$ cat config.mk
export PLATFORM = sky130hd
export DESIGN_NAME = ps2_mouse_packet_tracker_core
export DESIGN_NICKNAME = d
export VERILOG_FILES = /design/src/design/ps2mpt_pkg.sv /design/src/design/ps2mpt_tracker.sv /design/src/design/ps2_mouse_packet_tracker_core.sv
export VERILOG_INCLUDE_DIRS = /design/src /design/src/design
export SDC_FILE = /design/constraint.sdc
export NUM_CORES = 1
export LEC_CHECK = 0
export CAP_MARGIN = 15
export CORE_ASPECT_RATIO = 1.75
export CORE_MARGIN = 10
export CORE_UTILIZATION = 35
export CTS_CLUSTER_DIAMETER = 30
export DETAILED_ROUTE_END_ITERATION = 10
export DONT_BUFFER_PORTS = 1
export HOLD_SLACK_MARGIN = 0.03
export SLEW_MARGIN = 20
export SYNTH_ARGS = -nofsm -noshare
export SYNTH_HDL_FRONTEND = slang
export SYNTH_SLANG_ARGS = --single-unit
$ cat constraint.sdc
create_clock -name aclk -period 13.8 [get_ports aclk]
set_input_delay 2.07 -clock aclk [delete_from_list [all_inputs] [get_ports aclk]]
set_output_delay 2.07 -clock aclk [all_outputs]
set_load 0.02 [all_outputs]
$ cat src/design/ps2_mouse_packet_tracker_core_macros.svh
// Assertion macros shared by the PS/2 mouse packet tracker RTL.
// Each macro expands to one labelled concurrent assertion clocked on the given clock.
`ifndef PS2_MOUSE_PACKET_TRACKER_CORE_MACROS_SVH
`define PS2_MOUSE_PACKET_TRACKER_CORE_MACROS_SVH

// Checked only while out of reset (reset is active low).
`define PMT_ASSERT(lbl, clk, rstn, prop) \
    lbl: assert property (@(posedge clk) disable iff (!(rstn)) prop) \
        else $error("%m: assertion failed");

// Checked at every edge, reset included.
`define PMT_ASSERT_ALWAYS(lbl, clk, prop) \
    lbl: assert property (@(posedge clk) prop) \
        else $error("%m: assertion failed");

`endif

$ cat src/design/ps2mpt_pkg.sv
// Package for the PS/2 mouse packet tracker: field widths, flag-byte bit positions,
// reset constants, register indexes, the result word type and the clamp helpers.
// No dependencies.
`default_nettype none

package ps2mpt_pkg;

    localparam int unsigned BYTE_W = 8;
    localparam int unsigned EXT_W  = 13;
    localparam int unsigned POS_W  = 12;
    localparam int unsigned BTN_W  = 3;
    localparam int unsigned MOVE_W = BYTE_W + 1;
    localparam int unsigned SUM_W  = POS_W + 2;
    localparam int unsigned IDX_W  = 2;

    // Flag byte layout
    localparam int unsigned FIRST_MARK_BIT = 3;
    localparam int unsigned X_SIGN_BIT     = 4;
    localparam int unsigned Y_SIGN_BIT     = 5;
    localparam logic [BYTE_W-1:0] OVERFLOW_MASK = 8'hC0;
    localparam logic [BYTE_W-1:0] BUTTON_MASK   = 8'h07;

    localparam logic [EXT_W-1:0] WIDTH_RESET  = 13'd800;
    localparam logic [EXT_W-1:0] HEIGHT_RESET = 13'd600;
    localparam logic [EXT_W-1:0] EXT_FULL     = 13'd4096;
    localparam logic [POS_W-1:0] POS_X_RESET  = 12'd400;
    localparam logic [POS_W-1:0] POS_Y_RESET  = 12'd300;
    localparam logic [POS_W-1:0] POS_MAX      = 12'd4095;

    typedef enum logic [IDX_W-1:0] {
        REG_SCREEN_WIDTH  = 2'd0,
        REG_SCREEN_HEIGHT = 2'd1
    } cfg_reg_t;

    typedef struct packed {
        logic [POS_W-1:0] cursor_x;
        logic [POS_W-1:0] cursor_y;
        logic [BTN_W-1:0] button_bits;
        logic             clickable;
    } cursor_t;

    // Largest legal position for a screen extent; zero acts as one.
    function automatic logic [POS_W-1:0] limit_of(input logic [EXT_W-1:0] ext);
        logic [EXT_W-1:0] lim;
        lim = ext - EXT_W'(1);
        if (ext == '0) begin
            return '0;
        end else if (ext > EXT_FULL) begin
            return POS_MAX;
        end else begin
            return lim[POS_W-1:0];
        end
    endfunction

    function automatic logic [POS_W-1:0] clamp_pos(input logic signed [SUM_W-1:0] v,
                                                   input logic [POS_W-1:0] lim);
        if (v < 0) begin
            return '0;
        end else if (v > $signed({2'b00, lim})) begin
            return lim;
        end else begin
            return v[POS_W-1:0];
        end
    endfunction

endpackage

`default_nettype wire

$ cat src/design/ps2mpt_tracker.sv
// Packet assembly and cursor update for the PS/2 mouse packet tracker.
// Depends on ps2mpt_pkg. Produces at most one result word per accepted byte, same cycle.
`default_nettype none

module ps2mpt_tracker (
    input  wire logic                           aclk,
    input  wire logic                           aresetn,
    input  wire logic                           byte_take,
    input  wire logic [ps2mpt_pkg::BYTE_W-1:0]  mouse_byte,
    input  wire logic [ps2mpt_pkg::EXT_W-1:0]   screen_width,
    input  wire logic [ps2mpt_pkg::EXT_W-1:0]   screen_height,
    output logic                                result_valid,
    output ps2mpt_pkg::cursor_t                 result
);
    import ps2mpt_pkg::*;

    typedef enum logic [1:0] {
        PH_FLAG  = 2'd0,
        PH_XMOVE = 2'd1,
        PH_YMOVE = 2'd2
    } phase_t;

    phase_t              phase_reg,   phase_next;
    logic [BYTE_W-1:0]   flag_reg,    flag_next;
    logic [BYTE_W-1:0]   move_x_reg,  move_x_next;
    logic [POS_W-1:0]    pos_x_reg,   pos_x_next;
    logic [POS_W-1:0]    pos_y_reg,   pos_y_next;
    logic [BTN_W-1:0]    buttons_reg, buttons_next;
    logic                kind_reg,    kind_next;

    logic [MOVE_W-1:0]       dx;
    logic [MOVE_W-1:0]       dy;
    logic signed [SUM_W-1:0] sum_x;
    logic signed [SUM_W-1:0] sum_y;

    // Sign flag from the flag byte is the ninth bit of each move.
    assign dx    = {flag_reg[X_SIGN_BIT], move_x_reg};
    assign dy    = {flag_reg[Y_SIGN_BIT], mouse_byte};
    assign sum_x = $signed({2'b00, pos_x_reg}) + $signed({{(SUM_W-MOVE_W){dx[MOVE_W-1]}}, dx});
    assign sum_y = $signed({2'b00, pos_y_reg}) - $signed({{(SUM_W-MOVE_W){dy[MOVE_W-1]}}, dy});

    always_comb begin
        phase_next   = phase_reg;
        flag_next    = flag_reg;
        move_x_next  = move_x_reg;
        pos_x_next   = pos_x_reg;
        pos_y_next   = pos_y_reg;
        buttons_next = buttons_reg;
        kind_next    = kind_reg;
        result_valid = 1'b0;
        if (byte_take) begin
            case (phase_reg)
                PH_XMOVE: begin
                    move_x_next = mouse_byte;
                    phase_next  = PH_YMOVE;
                end
                PH_YMOVE: begin
                    phase_next = PH_FLAG;
                    // drop the packet on either overflow flag
                    if ((flag_reg & OVERFLOW_MASK) == '0) begin
                        buttons_next = flag_reg[BTN_W-1:0] & BUTTON_MASK[BTN_W-1:0];
                        kind_next    = flag_reg[0];
                        pos_x_next   = clamp_pos(sum_x, limit_of(screen_width));
                        pos_y_next   = clamp_pos(sum_y, limit_of(screen_height));
                        result_valid = 1'b1;
                    end
                end
                default: begin
                    // resynchronise: only a byte with the mark bit opens a packet
                    if (mouse_byte[FIRST_MARK_BIT]) begin
                        flag_next  = mouse_byte;
                        phase_next = PH_XMOVE;
                    end else begin
                        phase_next = PH_FLAG;
                    end
                end
            endcase
        end
    end

    assign result.cursor_x    = pos_x_next;
    assign result.cursor_y    = pos_y_next;
    assign result.button_bits = buttons_next;
    assign result.clickable   = kind_next;

    always_ff @(posedge aclk) begin
        if (!aresetn) begin
            phase_reg   <= PH_FLAG;
            flag_reg    <= '0;
            move_x_reg  <= '0;
            pos_x_reg   <= POS_X_RESET;
            pos_y_reg   <= POS_Y_RESET;
            buttons_reg <= '0;
            kind_reg    <= 1'b0;
        end else begin
            phase_reg   <= phase_next;
            flag_reg    <= flag_next;
            move_x_reg  <= move_x_next;
            pos_x_reg   <= pos_x_next;
            pos_y_reg   <= pos_y_next;
            buttons_reg <= buttons_next;
            kind_reg    <= kind_next;
        end
    end

endmodule

`default_nettype wire

$ cat src/design/ps2_mouse_packet_tracker_core.sv
// PS/2 mouse packet tracker, top level: configuration registers, tracker and output buffer.
// Depends on ps2mpt_pkg, ps2mpt_tracker and ps2_mouse_packet_tracker_core_macros.svh.
//
// Takes one mouse byte per word on the s_ channel, every cycle while s_ready is high, and gives
// one cursor word on the m_ channel for each complete three-byte packet without overflow. The
// cursor update (one add and clamp per axis) completes in the cycle the third byte is taken,
// and the word is registered in the output stage before it appears on m_. Results pass through
// a two-deep output stage (output register plus skid register), so s_ready drops only while
// both hold words. screen_width (index 0) and screen_height (index 1) reset to 800 and 600;
// write them only while no packet is in flight. The position resets to 400, 300.
`default_nettype none

module ps2_mouse_packet_tracker_core (
    input  wire logic                              aclk,
    input  wire logic                              aresetn,
    input  wire logic                              cfg_wr_en,
    input  wire logic [ps2mpt_pkg::IDX_W-1:0]      cfg_index,
    input  wire logic [ps2mpt_pkg::EXT_W-1:0]      cfg_wdata,
    input  wire logic                              s_valid,
    output logic                                   s_ready,
    input  wire logic [ps2mpt_pkg::BYTE_W-1:0]     s_mouse_byte,
    output logic                                   m_valid,
    input  wire logic                              m_ready,
    output logic [ps2mpt_pkg::POS_W-1:0]           m_cursor_x,
    output logic [ps2mpt_pkg::POS_W-1:0]           m_cursor_y,
    output logic [ps2mpt_pkg::BTN_W-1:0]           m_button_bits,
    output logic                                   m_clickable
);
    import ps2mpt_pkg::*;

    `include "ps2_mouse_packet_tracker_core_macros.svh"

    logic [EXT_W-1:0] width_reg;
    logic [EXT_W-1:0] height_reg;

    logic    in_take;
    logic    res_valid;
    cursor_t res_word;

    cursor_t out_reg;
    logic    out_valid_reg;
    cursor_t skid_reg;
    logic    skid_valid_reg;

    assign s_ready = !skid_valid_reg;
    assign in_take = s_valid && s_ready;

    always_ff @(posedge aclk) begin
        if (!aresetn) begin
            width_reg  <= WIDTH_RESET;
            height_reg <= HEIGHT_RESET;
        end else if (cfg_wr_en) begin
            if (cfg_index == REG_SCREEN_WIDTH) begin
                width_reg <= cfg_wdata;
            end
            if (cfg_index == REG_SCREEN_HEIGHT) begin
                height_reg <= cfg_wdata;
            end
        end
    end

    ps2mpt_tracker u_tracker (
        .aclk          (aclk),
        .aresetn       (aresetn),
        .byte_take     (in_take),
        .mouse_byte    (s_mouse_byte),
        .screen_width  (width_reg),
        .screen_height (height_reg),
        .result_valid  (res_valid),
        .result        (res_word)
    );

    // A new word can only arrive while the skid register is empty.
    always_ff @(posedge aclk) begin
        if (!aresetn) begin
            out_valid_reg  <= 1'b0;
            skid_valid_reg <= 1'b0;
        end else if (!out_valid_reg || m_ready) begin
            if (skid_valid_reg) begin
                out_valid_reg  <= 1'b1;
                skid_valid_reg <= 1'b0;
            end else begin
                out_valid_reg  <= res_valid;
            end
        end else if (res_valid) begin
            skid_valid_reg <= 1'b1;
        end
    end

    always_ff @(posedge aclk) begin
        if (!out_valid_reg || m_ready) begin
            if (skid_valid_reg) begin
                out_reg <= skid_reg;
            end else if (res_valid) begin
                out_reg <= res_word;
            end
        end else if (res_valid) begin
            skid_reg <= res_word;
        end
    end

    assign m_valid       = out_valid_reg;
    assign m_cursor_x    = out_reg.cursor_x;
    assign m_cursor_y    = out_reg.cursor_y;
    assign m_button_bits = out_reg.button_bits;
    assign m_clickable   = out_reg.clickable;

    `PMT_ASSERT(a_skid_behind_out, aclk, aresetn, skid_valid_reg |-> out_valid_reg)
    `PMT_ASSERT(a_no_push_when_full, aclk, aresetn, res_valid |-> !skid_valid_reg)
    `PMT_ASSERT(a_skid_held_on_stall, aclk, aresetn,
                (skid_valid_reg && !m_ready) |=> (skid_valid_reg && out_valid_reg))
    `PMT_ASSERT(a_click_follows_left, aclk, aresetn,
                m_valid |-> (m_clickable == m_button_bits[0]))
    `PMT_ASSERT_ALWAYS(a_empty_after_reset, aclk,
                       !aresetn |=> (!out_valid_reg && !skid_valid_reg))

endmodule

`default_nettype wire

==> impl_metrics.env, run 1 <==
export IMPL_timing_slew_headroom=0.375
export IMPL_slew_violations=0
export IMPL_rsz0062_at_grt="false"
export IMPL_nets=951
export IMPL_p_per_area_mw_per_mm2=115
export IMPL_syn_avg_cell_area_um2=8.76
export IMPL_vias=6335
export IMPL_ys_types=70
export IMPL_hp_start="u_tracker.flag_reg[7]"
export IMPL_dieArea_mm2=0.0285
export IMPL_clockBufferDepth=2
export IMPL_vdd_drop_max_uv=68.6
export IMPL_start_kind="input port"
export IMPL_postCtsSetupBuffers=0
export IMPL_fp_coreArea_mm2=0.0215
export IMPL_multi_input_area_mm2=0.00420
export IMPL_fin_tns_setup_ns=0
export IMPL_r2r_cells=17
export IMPL_regArea_mm2=0.00314
export IMPL_async_reset_ff_frac=0
export IMPL_status="finished, final reports clean"
export IMPL_clk_latency_ns=0.42
export IMPL_wl_per_cell_um=18.4
export IMPL_io_buffers=0
export IMPL_grt_ovfl_total=0
export IMPL_dieWidth_um=132
export IMPL_largest_register_ffs=28
export IMPL_synth_edff_count=56
export IMPL_cts_resized=0
export IMPL_viasPerCell=5.41
export IMPL_final_hold_violation_count=0
export IMPL_synth_net_count=961
export IMPL_track_usage=0.151
export IMPL_clkTransAtPathRegs_ns=0.06
export IMPL_first_pass_iters=5
export IMPL_drcViolationCount=0
export IMPL_fillers=2247
export IMPL_seq_area_frac_synth=0.410
export IMPL_first_iter_violations=330
export IMPL_dp_hpwl_um=16600
export IMPL_min_path_cells=2
export IMPL_drive_gt1_frac=0.0718
export IMPL_hold_class="register to register"
export IMPL_crit_arrival_ns=6.90
export IMPL_syn_inst=875
export IMPL_ys_ff_latch=129
export IMPL_whs_ns=0.456
export IMPL_crit_fanout=13
export IMPL_period_minus_slack_ns=6.65
export IMPL_cap_violations=0
export IMPL_yosys_most_used_dff="dfxtp_1"
export IMPL_finalWirelength_um=21500
export IMPL_worst_clock_skew_ns=0.0190
export IMPL_start_util=0.357
export IMPL_grt_max_degree=29
export IMPL_gp_congestion=0.928
export IMPL_rrSetupSlack_ns=8.17
export IMPL_r2r_start="height_reg[4]"
export IMPL_tritoncts="yes"
export IMPL_grt_pass1_vias=6301
export IMPL_synthToLayoutAreaGrowth_pct=10.7
export IMPL_rows=71
export IMPL_synthesis_area_mm2=0.00767
export IMPL_clockRootBuffer="clkbuf_16"
export IMPL_ant_nets=0
export IMPL_antennaDiodeCount=0
export IMPL_ios=58
export IMPL_fmax_mhz=150
export IMPL_yosysWarnings=0
export IMPL_worst_r2r_endpoint="m_cursor_y[11]"
export IMPL_cts_sinks=129
export IMPL_whs_endpoint="u_tracker.flag_reg[7]"
export IMPL_die_y_um=216
export IMPL_htreeDepth=4
export IMPL_setup_viol=0
export IMPL_crit_type="input port to register"
export IMPL_p_leak_nw=3.36
export IMPL_antenna_found_initial=0
export IMPL_cp_required_ns=14.05
export IMPL_min_period_over_period=0.482
export IMPL_end_kind="register"
export IMPL_worstMarginPinSlew_ns=0.935
export IMPL_cts_buffers=17
export IMPL_grt_pass1_wl_um=33800
export IMPL_ctsHoldBuffers=0
-- stage by stage --
stage / utilization / cells / setup slack [ns] / cell area [µm²] / power [W]
floorplan: - / 875 / 7.95 / 7670 / 0.000525
global placement: 0.370 / 1138 / 6.92 / 7940 / 0.000564
detailed placement: 0.370 / 1138 / 6.82 / 7940 / 0.000565
CTS: 0.395 / 1170 / 7.21 / 8490 / 0.000988
global route: 0.395 / 1170 / 6.81 / 8490 / 0.00102
finish: 0.395 / 1170 / 7.15 / 8490 / 0.000980
-- worst max path at each step --
stage                    startpoint             end  slack (ns)  cells after the start
detailed placement  s_mouse_byte[0]  m_cursor_y[11]        6.82                     18
global placement    s_mouse_byte[0]  m_cursor_y[11]        6.92                     18
finish              s_mouse_byte[0]  m_cursor_y[11]        7.15                     18
floorplan           s_mouse_byte[0]   m_cursor_y[9]        7.95                     19
global route        s_mouse_byte[0]  m_cursor_y[11]        6.81                     18
CTS                 s_mouse_byte[0]  m_cursor_y[11]        7.21                     18
-- cell type report --
cell class	instances	area share
Inverter	48	0.0212
Sequential cell	129	0.370
Timing Repair Buffer	7	0.00619
Multi-Input combinational cell	662	0.495
Tap cell	292	0.0430
Clock buffer	19	0.0510
Clock inverter	13	0.0131
-- worst max-delay path, stage by stage --
cell and delay [ns]:
ha_1 0.15, inv_1 0.06, fa_1 0.42, a211oi_1 0.32, nor2_1 0.11, o21a_1 0.18
nor2_1 0.12, xnor2_1 0.17, ha_1 0.28, and4_1 0.24, a221oi_1 0.25, o21ai_0 0.12
o2111ai_1 0.26, nand3_1 0.11, a22oi_1 0.75, nand2_1 0.48, or3b_2 0.60, a41oi_1 0.22
-- cells in the mapped netlist, types with 9 or more instances --
master / instances / area, µm²
clkbuf_1: 31 / 116
mux2_2: 13 / 146
nand2_1: 153 / 574
inv_1: 48 / 180
a21oi_1: 74 / 370
nor3_1: 11 / 55.1
a21o_1: 10 / 75.1
nor2b_1: 12 / 75.1
a31oi_1: 17 / 106
a211oi_1: 9 / 67.6
xor2_1: 10 / 87.6
dfxtp_1: 73 / 1460
o21ai_0: 39 / 195
xnor2_1: 15 / 131
nor2_1: 60 / 225
ha_1: 56 / 701
nand3_1: 31 / 155
edfxtp_1: 56 / 1680
mux2i_1: 10 / 100
o221ai_1: 9 / 78.8
or3_1: 10 / 62.6
-- cells by family (layout without fill, tap and decap cells) --
kind of cell    Yosys count  count (layout)  synth area share
mux                      23              23            0.0322
buf+inv                  84              87            0.0428
simple gates            326             326             0.196
flops                   129             129             0.410
xor+xnor                 25              25            0.0286
compound gates          228             228             0.191
fa+ha+maj                60              60            0.0992
-- routing by layer --
| metal | share of wire | vias to the layer above | global-route usage |
|---|---|---|---|
| met5 | 0 | - | 0 |
| met2 | 0.55 | 133 | 0.287 |
| met3 | 0.026 | 42 | 0.0277 |
| met4 | 0.051 | 0 | 0.0920 |
| li1 | - | 3123 | - |
| met1 | 0.37 | 3037 | 0.145 |
-- cells in the final DEF, fill, tap and decap left out, drive strengths merged, types with 6 or more instances in the layout --
cell,n
nand2,153
a21oi,75
dfxtp,73
nor2,60
ha,56
edfxtp,56
inv,50
o21ai,48
nand3,31
clkbuf,19
a31oi,17
xnor2,15
mux2,13
nor2b,13
nor3,11
a21o,10
xor2,10
mux2i,10
or3,10
a211oi,9
o221ai,9
and2,8
buf,7
o22ai,7
or2,7
clkinv,7
o21a,6
nand2b,6
a41oi,6
-- where the power goes --
group	leakage, nW	total [W]	switching (W)	internal (W)
Combinational	1.94	0.000149	0.0000962	0.0000531
Clock	0.261	0.000421	0.000174	0.000247
Sequential	1.15	0.000410	0.00000735	0.000403
Total	3.36	0.000980	0.000277	0.000703
(Power assumes the default switching activity.)
==> run 2: changes to the inputs <==
clock period = 6.1 ns   (was 13.8 ns; I/O delays follow)
==> impl_metrics.env, run 2 (synthesis results as in run 1) <==
export IMPL_status="finished, final reports clean"
export IMPL_r2r_cells=18
export IMPL_cts_buffers=17
export IMPL_clockBufferDepth=2
export IMPL_final_hold_violation_count=0
export IMPL_start_util=0.357
export IMPL_switching_share=0.277
export IMPL_die_y_um=216
export IMPL_dp_hpwl_um=16600
export IMPL_regArea_mm2=0.00314
export IMPL_vdd_drop_max_uv=221
export IMPL_synthToLayoutAreaGrowth_pct=11.5
export IMPL_wl_per_cell_um=18.3
export IMPL_cts_resized=0
export IMPL_ios=58
export IMPL_timing_slew_headroom=0.373
export IMPL_nets=952
export IMPL_setup_viol=0
export IMPL_htreeDepth=4
export IMPL_worstMarginPinSlew_ns=0.939
export IMPL_globalRouteMet1Util=0.141
export IMPL_first_pass_iters=5
export IMPL_period_minus_slack_ns=5.10
export IMPL_crit_cells=18
export IMPL_met2_usage=0.281
export IMPL_clk_latency_ns=0.43
export IMPL_layout_common_cells="nand2_1, a21oi_1, dfxtp_1"
export IMPL_crit_arrival_ns=5.37
export IMPL_first_iter_violations=392
export IMPL_gp_congestion=0.936
export IMPL_dieArea_mm2=0.0285
export IMPL_clockRootBuffer="clkbuf_16"
export IMPL_utilization=0.398
export IMPL_grt_pass1_wl_um=33600
export IMPL_worst_r2r_endpoint="m_cursor_y[11]"
export IMPL_clkTransAtPathRegs_ns=0.06
export IMPL_grt_busiest_layer="met2"
export IMPL_grt_pass1_vias=6287
export IMPL_clkPwrFrac=0.446
export IMPL_antennaDiodeCount=0
export IMPL_p_leak_nw=3.39
export IMPL_pwr_share_seq=0.406
export IMPL_antenna_found_initial=0
export IMPL_tritoncts="yes"
export IMPL_cp_required_ns=6.37
export IMPL_fmax_mhz=196
export IMPL_p_sw_w=0.000632
export IMPL_rows=71
export IMPL_p_comb_frac=0.147
export IMPL_path_buf_inv=3
export IMPL_start_kind="register"
export IMPL_drcViolationCount=0
export IMPL_grt_ovfl_total=0
export IMPL_largest_register_ffs=28
export IMPL_postCtsSetupBuffers=0
export IMPL_track_usage=0.151
export IMPL_crit_chain="or3_1 -> nor3_1 -> and4b_1 -> inv_1 -> o22ai_1 -> a21oi_1 -> inv_1 -> ha_1 -> and4_1 -> a221oi_1 -> o21ai_0 -> o2111ai_1 -> nand3_1 -> a22oi_1 -> buf_4 -> nand2_1 -> or3b_2 -> a41oi_1"
export IMPL_grt_max_degree=32
export IMPL_rrSetupSlack_ns=1.0
export IMPL_worstSetupStartpoint="height_reg[4]"
export IMPL_min_period_over_period=0.836
export IMPL_viasPerCell=5.38
export IMPL_cp_slowest_stage_delay_ns=0.58
export IMPL_fillers=2256
export IMPL_end_kind="register"
export IMPL_ant_nets=0
export IMPL_fin_tns_setup_ns=0
export IMPL_ctsHoldBuffers=0
export IMPL_p_int_w=0.00165
export IMPL_cpMaxStageDelayCell="or3b_2"
export IMPL_dieWidth_um=132
export IMPL_drive_gt1_frac=0.0739
export IMPL_p_per_area_mw_per_mm2=267
export IMPL_io_buffers=0
export IMPL_slew_violations=0
export IMPL_cp_common_cell="inv_1"
export IMPL_endpoint="m_cursor_y[11]"
export IMPL_gr_usage_met3=0.0330
export IMPL_hold_class="register to register"
export IMPL_finalWirelength_um=21400
export IMPL_final_common_cell="nand2_1"
export IMPL_crit_family="simple AND/OR/NAND/NOR gates"
export IMPL_r2r_start="height_reg[4]"
export IMPL_p_total_w=0.00228
export IMPL_multi_input_area_mm2=0.00420
export IMPL_cts_sinks=129
export IMPL_crit_fanout=13
export IMPL_fp_coreArea_mm2=0.0215
export IMPL_fin_ws_ns=0.998
export IMPL_crit_type="register to register"
export IMPL_cap_violations=0
export IMPL_worst_clock_skew_ns=0.0106
export IMPL_rsz0062_at_grt="false"
export IMPL_vias=6300
export IMPL_pre_cts_ws_ns=0.762
run 2: worst register-to-register path: cells and delay by family, from the launching register on:
family / cells / cell delay, ns
fa+ha+maj: 1 / 0.22
compound gates: 7 / 1.46
flops: 1 / 0.36
simple gates: 7 / 2.46
buf+inv: 3 / 0.46
run 2: area by class of cell:
| type | count | area share |
|---|---|---|
| well taps | 292 | 0.0428 |
| repair buffers | 8 | 0.00703 |
| flip-flops and latches | 129 | 0.368 |
| clock inverters | 14 | 0.0182 |
| inverters | 48 | 0.0211 |
| multi-input cells | 662 | 0.492 |
| clock buffers | 18 | 0.0514 |
run 2: through the flow:
step	hold WS, ns	cell area (µm²)	std cells
after detailed placement	0.451	7950	1139
after CTS	0.458	8550	1171
after floorplan	0.436	7670	875
final	0.455	8550	1171
after global routing	0.472	8550	1171
after global placement	0.448	7950	1139
run 2: routing by layer:
metal | vias up | share of wire
met2 | 140 | 0.54
met5 | - | 0
met1 | 2956 | 0.36
met3 | 55 | 0.041
met4 | 0 | 0.060
li1 | 3149 | -
run 2: worst min path at each step:
stage / startpoint / endpoint / slack [ns] / depth (start not counted)
6_report: width_reg[1] / width_reg[1] / 0.46 / 2
5_1_grt: u_tracker.flag_reg[7] / u_tracker.flag_reg[7] / 0.47 / 2
4_1_cts: u_tracker.flag_reg[6] / u_tracker.flag_reg[6] / 0.46 / 2
3_5_place_dp: u_tracker.flag_reg[6] / u_tracker.flag_reg[6] / 0.45 / 2
3_3_place_gp: u_tracker.flag_reg[6] / u_tracker.flag_reg[6] / 0.45 / 2
2_1_floorplan: u_tracker.flag_reg[6] / u_tracker.flag_reg[6] / 0.44 / 2
run 2: power groups by stage:
stage	Clock, W	Combinational, W	Sequential [W]
final	0.00102	0.000337	0.000927
after global routing	0.00107	0.000374	0.000929
after CTS	0.00104	0.000335	0.000927
after detailed placement	0	0.000334	0.000946
after global placement	0	0.000333	0.000946
after floorplan	0	0.000249	0.000940
==> run 3: changes to the inputs <==
clock period = 4.4 ns   (was 6.1 ns; I/O delays follow)
==> impl_metrics.env, run 3 (synthesis results as in run 1) <==
export IMPL_ctsHoldBuffers=0
export IMPL_grt_pass1_wl_um=36100
export IMPL_largest_register_ffs=28
export IMPL_end_kind="register"
export IMPL_cts_sinks=129
export IMPL_viasPerCell=5.33
export IMPL_fp_coreArea_mm2=0.0215
export IMPL_first_pass_iters=5
export IMPL_final_hold_violation_count=0
export IMPL_worst_r2r_endpoint="m_cursor_x[1]"
export IMPL_r2r_start="width_reg[2]"
export IMPL_utilization=0.442
export IMPL_crit_fanout=5
export IMPL_violations="setup timing"
export IMPL_fin_ws_ns=-0.0234
export IMPL_htreeDepth=4
export IMPL_setup_viol=2
export IMPL_final_cells=1261
export IMPL_final_common_cell="nand2_1"
export IMPL_min_period_over_period=1.01
export IMPL_dieArea_mm2=0.0285
export IMPL_drive_gt1_frac=0.209
export IMPL_start_util=0.357
export IMPL_clockBufferDepth=2
export IMPL_nets=1042
export IMPL_clkTransAtPathRegs_ns=0.06
export IMPL_start_kind="register"
export IMPL_gp_congestion=0.934
export IMPL_grt_max_degree=31
export IMPL_finalWirelength_um=23400
export IMPL_vdd_drop_max_uv=192
export IMPL_pre_cts_ws_ns=-0.295
export IMPL_tritoncts="yes"
export IMPL_timing_slew_headroom=0.330
export IMPL_hold_class="input port to register"
export IMPL_ant_nets=0
export IMPL_synthToLayoutAreaGrowth_pct=24.1
export IMPL_die_y_um=216
export IMPL_crit_arrival_ns=4.60
export IMPL_status="complete, but fails checks"
export IMPL_clk_latency_ns=0.44
export IMPL_fmax_mhz=226
export IMPL_p_leak_nw=3.86
export IMPL_antennaDiodeCount=0
export IMPL_io_buffers=0
export IMPL_rrSetupSlack_ns=-0.02
export IMPL_vias=6722
export IMPL_grt_ovfl_total=0
export IMPL_clockRootBuffer="clkbuf_16"
export IMPL_whs_endpoint="u_tracker.pos_x_reg[8]"
export IMPL_slew_violations=0
export IMPL_ios=58
export IMPL_rsz0062_at_grt="true"
export IMPL_drcViolationCount=0
export IMPL_track_usage=0.162
export IMPL_hp_start="aresetn"
export IMPL_rows=71
export IMPL_cap_violations=0
export IMPL_p_per_area_mw_per_mm2=351
export IMPL_dieWidth_um=132
export IMPL_cts_buffers=17
export IMPL_first_iter_violations=332
export IMPL_r2r_cells=17
export IMPL_min_path_cells=1
export IMPL_grt_pass1_vias=6741
export IMPL_crit_type="register to register"
export IMPL_dp_hpwl_um=17900
export IMPL_placed_cells=1223
export IMPL_antenna_found_initial=0
export IMPL_period_minus_slack_ns=4.42
export IMPL_worstMarginPinSlew_ns=0.998
export IMPL_layout_common_cells="nand2_1, buf_4, a21oi_1"
export IMPL_wl_per_cell_um=18.5
export IMPL_worst_clock_skew_ns=0.0127
export IMPL_cp_required_ns=4.58
-- run 3: worst max-delay path by stage --
stage / depth (start not counted) / start / slack [ns] / end
final: 17 / width_reg[2] / -0.02 / m_cursor_x[1]
after CTS: 18 / width_reg[2] / -0.05 / m_cursor_x[1]
after detailed placement: 19 / s_mouse_byte[0] / -0.29 / m_cursor_y[1]
after floorplan: 19 / s_mouse_byte[0] / 0.03 / m_cursor_y[1]
after global routing: 17 / width_reg[2] / -0.18 / m_cursor_x[1]
after global placement: 20 / s_mouse_byte[0] / -0.21 / m_cursor_y[2]
-- run 3: timing repair --
action | 4_1_cts | 5_1_grt
buffers inserted | 3 | 2
setup endpoints to repair | 24 | 61
cloned | 1 | 0
resized for setup | 17 | 48
pin swaps | 5 | 15
-- run 3: power by group --
group          internal, W  leakage, nW  switching (W)  total (W)
combinational     0.000315         2.43       0.000351   0.000666
clock             0.000796        0.277       0.000598    0.00139
sequential         0.00126         1.15      0.0000196    0.00128
total              0.00237         3.86       0.000968    0.00334
-- run 3: worst max-delay path, cell delays in order, from the launching register on --
cell and delay [ns]:
dfxtp_2 0.31, or4_4 0.52, or4_4 0.45, nor2b_4 0.18, a21boi_2 0.07, or2_1 0.24, inv_2 0.07, ha_4 0.19
a21o_1 0.16, a21o_1 0.18, a221o_1 0.35, a221oi_2 0.31, o21ai_2 0.13, o2bb2ai_4 0.22, buf_4 0.16, mux2i_1 0.12
a22o_1 0.24, mux2_4 0.26
-- run 3: per-stage QoR --
| stage | instance area [µm²] | power [W] | hold slack [ns] | setup TNS, ns |
|---|---|---|---|---|
| 3_5_place_dp | 8590 | 0.00188 | 0.448 | -5.87 |
| 3_3_place_gp | 8590 | 0.00187 | 0.446 | -3.79 |
| 4_1_cts | 9280 | 0.00332 | 0.279 | -0.186 |
| 5_1_grt | 9510 | 0.00347 | 0.289 | -1.42 |
| 6_report | 9510 | 0.00334 | 0.306 | -0.0272 |
| 2_1_floorplan | 7670 | 0.00165 | 0.436 | 0 |
-- run 3: layout make-up --
class,instances,area [µm²]
fillers,2172,12000
inverters,48,180
clock inverters,14,143
well taps,292,365
flip-flops and latches,129,3150
multi-input cells,663,4500
repair buffers,97,752
clock buffers,18,429
-- run 3: metal layers --
metal  global-route usage  up-vias  part of all wire
li1                     -     3320                 -
met2                0.317      130              0.57
met5                    0        -                 0
met3               0.0316       70             0.030
met1                0.144     3202              0.35
met4                0.107        0             0.057
